File: src/rtl/buddy_block_allocator_macros.svh
// assertion macros for the buddy block allocator
// depends on nothing; included by modules that carry assertions
`ifndef BUDDY_BLOCK_ALLOCATOR_MACROS_SVH
`define BUDDY_BLOCK_ALLOCATOR_MACROS_SVH

// same-cycle implication, disabled during reset
`define BBA_ASSERT_IMPL(label, clk, rst, ante, cons) \
   label: assert property (@(posedge clk) disable iff (rst) (ante) |-> (cons)) \
      else $error("assertion failed");

// next-cycle implication, disabled during reset
`define BBA_ASSERT_NEXT(label, clk, rst, ante, cons) \
   label: assert property (@(posedge clk) disable iff (rst) (ante) |=> (cons)) \
      else $error("assertion failed");

`endif

File: src/rtl/bba_ram.sv
// generic single-write, single-read synchronous ram with registered read
// depends on nothing
`timescale 1ns / 1ps

module bba_ram #(
   parameter int unsigned WIDTH = 8,
   parameter int unsigned DEPTH = 16
) (
   input  logic                     clock,
   input  logic                     wr_en,
   input  logic [$clog2(DEPTH)-1:0] wr_addr,
   input  logic [WIDTH-1:0]         wr_data,
   input  logic                     rd_en,
   input  logic [$clog2(DEPTH)-1:0] rd_addr,
   output logic [WIDTH-1:0]         rd_data
);

   logic [WIDTH-1:0] mem [DEPTH];

   always_ff @(posedge clock) begin
      if (wr_en) mem[wr_addr] <= wr_data;
      if (rd_en) rd_data <= mem[rd_addr];
   end

endmodule

File: config.mk
export PLATFORM = sky130hd
export DESIGN_NAME = bba_ram
export DESIGN_NICKNAME = d
export VERILOG_FILES = /design/src/rtl/buddy_block_allocator_macros.svh /design/src/rtl/bba_ram.sv
export SDC_FILE = /design/constraint.sdc
export NUM_CORES = 1
export LEC_CHECK = 0
export BUFFER_PORTS_ARGS = -buffer_cell sky130_fd_sc_hd__buf_4
export CAP_MARGIN = 20
export CORE_AREA = 2 2 111 113
export DETAILED_ROUTE_END_ITERATION = 10
export DIE_AREA = 0 0 113 115
export PLACE_DENSITY = 0.61
export REMOVE_ABC_BUFFERS = 1
export SLEW_MARGIN = 20
export SYNTH_ARGS = -nofsm -noshare
export SYNTH_HDL_FRONTEND = slang
export SYNTH_SLANG_ARGS = --single-unit
File: constraint.sdc
create_clock -name clock -period 4 [get_ports clock]
set_input_delay 0.8 -clock clock [delete_from_list [all_inputs] [get_ports clock]]
set_output_delay 0.8 -clock clock [all_outputs]
set_load 0.01 [all_outputs]
# Yosys cells after proc, flatten, opt, wreduce, memory -nomap -nowiden
# Memories as Yosys holds them, arrays and structs flattened. A register that Yosys moved wholly into a read port is not among the register bits.
# Cells that the tools add are included.
[op_classes]
muxes = 2
[op_table]
columns = ["cell", "n"]
rows = [
  ["two-way mux 1 bit", 2],
]
[word_totals]
memories = 1
out_inout_bits = 8
in_bits = 19
regBits = 0
elab_cells = 3
ramBits = 128
[mem_list]
columns = ["name", "depth", "word_bits", "read_ports", "rd_ports_with_merged_regs", "wr", "line", "rtl"]
rows = [
  ["mem", 16, 8, 1, 1, 1, "bba_ram.sv:18", "logic [WIDTH-1:0] mem [DEPTH];"],
]

# Longest topological paths before layout
[logic_depth]
word_depth = 2
ltp_mapped = 5
ltp_nobuf = 3

# Worst setup path before layout
# OpenSTA, ideal clock, no wires.
[synth_path]
path_type = "input to register"
from = "in wr_addr[2]"
to = "mem mem[0][0], enable pin"
arrival_ps = 1910
required_ps = 3617
path_slack_ps = 1707
path_buffers = 0
setup_time_ps = 383
path_stages = 2
cell_sequence = "or3b_2 > nor3_1"
[synth_rtl]
columns = ["element", "line", "rtl"]
rows = [
  ["start, declared", "bba_ram.sv:11", "input logic [$clog2(DEPTH)-1:0] wr_addr,"],
  ["end, declared", "bba_ram.sv:18", ""],
]
# Straight into the memory's write port.

==> metrics.txt <==
largest net degree at the start of global routing=33; Post-synth EDFFs=136; Root Driver=clkbuf_16; grt ovf=0; post_cts resized=0; CP Data Required Time=4.15 ns; share of layout cells above drive strength 1=27.4%; FP Rows=40; Pwr per Cell Area=560 mW/mm²; max_cap viols=0; initial antenna violation count=0; drt wl/cell=23.3 µm; Initial Util=44.3%; Tmin final=2.20 ns; first-pass GRT wire length=15.3 mm; drt first-iter violations=206; Top delay family on crit path=multiplexers; commonest cells after routing, fill and taps aside=edfxtp_1 (136), buf_4 (30), mux4_2 (18); Tightest Pin Transition=1.03 ns; Die W=113 µm; Critical Path End Type=register; drt total wl=9.98 mm; fin crit share=55.0%; fin nets=287; max_slew headroom=31.2%; CP Buf/Inv Count=1; crit path max fanout=32; Clock Latency Late Sink=0.41 ns; I/O pin count=27; final setup margin=1.80 ns; unrepaired setup endpoints after global routing=no; WP data arrival=2.35 ns; Setup WS pre-CTS=1.32 ns; Synthesis Warnings=0; cts hold-fix bufs=0; Final Max Slew Viols=0; Vias/cell=5.69; port bufs=26; core area=0.0118 mm²; CTS Sinks=136; die area=0.0130 mm²; Synth Flop Type=edfxtp_1; die height=115 µm; Mapped Cells=229; dpl cell area=0.00555 mm²; failing checks=design-rule violations; Hold Path Class=in2reg; routed via count=2434; RD Place Congestion=0.694; Slowest-stage cell, CP=mux4_1; CP startpoint kind=input port; synthesized area=0.00523 mm²; Detailed Place HPWL=5.97 mm; setup TNS=0 ns; post-route ant nets=0; Num CTS Buffers=17; Final setup viols=0; critical-path cell list=buf_4 > mux4_1 > a22oi_1 > nand2_1; Syn Area/Cell=22.8 µm²; status=finished with violations; final hold violation count=0; LEAKAGE=0.00207 µW; ant diodes=0; GRT Total Usage=16.8%; clock skew=0.00885 ns; Crit Path Category=in2reg; clock-pin slew on the worst setup and hold paths=0.06 ns; Max Clock Freq=454 MHz; Max rail drop VDD=0.220 mV; Clock Path Buffers=2; H-tree depth=4; most common cell after layout, fill and taps aside=edfxtp_1; DR DRC count=3; drt pass-1 iters=7; slowest stage delay, CP=0.68 ns; vias in the first global route=2503; Async SR Flop Fraction=0%; post-synthesis cell type count=18; post-synthesis sequential area ratio=78.1%; Finished Cell Area=0.00621 mm²; setup bufs post-CTS=0; Seq cells post-synth=136; Layout area overhead=18.8%; CTS tree=done
cells by family (layout without fill, tap and decap cells):
family	after synthesis	count (layout)	share of synthesized area [%]
DFF	136	136	78.1
and+or+nand+nor	35	35	3.14
muxes	32	32	14.8
AOI/OAI and AO/OA	16	16	2.30
buffers and inverters	10	62	1.65
state kept, by name, indices dropped and copies added (netlist names):
| signal | count |
|---|---|
| mem | 128 |
| rd_data | 8 |
cell type report:
| class | instances | area [µm²] |
|---|---|---|
| fill | 929 | 5600 |
| sequential | 136 | 4080 |
| multi-input combinational | 83 | 1060 |
| clock buffer | 18 | 429 |
| clock inverter | 14 | 229 |
| timing repair buffer | 30 | 225 |
| tap | 147 | 184 |
report_power, final:
part	internal (µW)	switching, µW	total [µW]
Combinational	64.6	84.9	149
Clock	1160	551	1710
Sequential	1610	8.77	1620
Total	2830	645	3480
metrics by stage:
step                std cells  hold slack, ns  util, %  total power, µW
detailed placement        396           0.742     47.0             1800
finish                    428           0.697     52.6             3480
floorplan                 219           0.705        -             1710
global placement          396           0.735     47.0             1790
CTS                       428           0.690     52.6             3500
global route              428           0.692     52.6             3590
cells in the mapped netlist, types with 2 or more instances:
cell             number  area (µm²)
a22oi_1              16         120
buf_2                 3        15.0
buf_6                 3        33.8
clkdlybuf4s25_2       3        30.0
edfxtp_1            136        4080
mux4_1               14         368
mux4_2               18         405
nand2_1               9        33.8
nand2b_1              2        12.5
nand3b_1              2        15.0
nor2_1               13        48.8
nor3_1                4        20.0
final timing paths:
kind                   start          to  slack [ns]  depth (start not counted)
hold / removal         rd_en  rd_data[4]        0.70                          1
setup reg to reg   mem[5][0]  rd_data[0]        2.50                          3
setup / recovery  rd_addr[0]  rd_data[0]        1.80                          4
hold reg to reg    mem[8][2]  rd_data[2]        0.76                          3
metal layers:
layer	global-route usage, %	vias up	wire length (µm)
met2	24.8	91	4690
met4	5.69	0	99
li1	-	1065	-
met1	24.3	1268	4520
met5	0	-	0
met3	4.96	10	667
No activity file was read; power rests on OpenSTA's default activity.
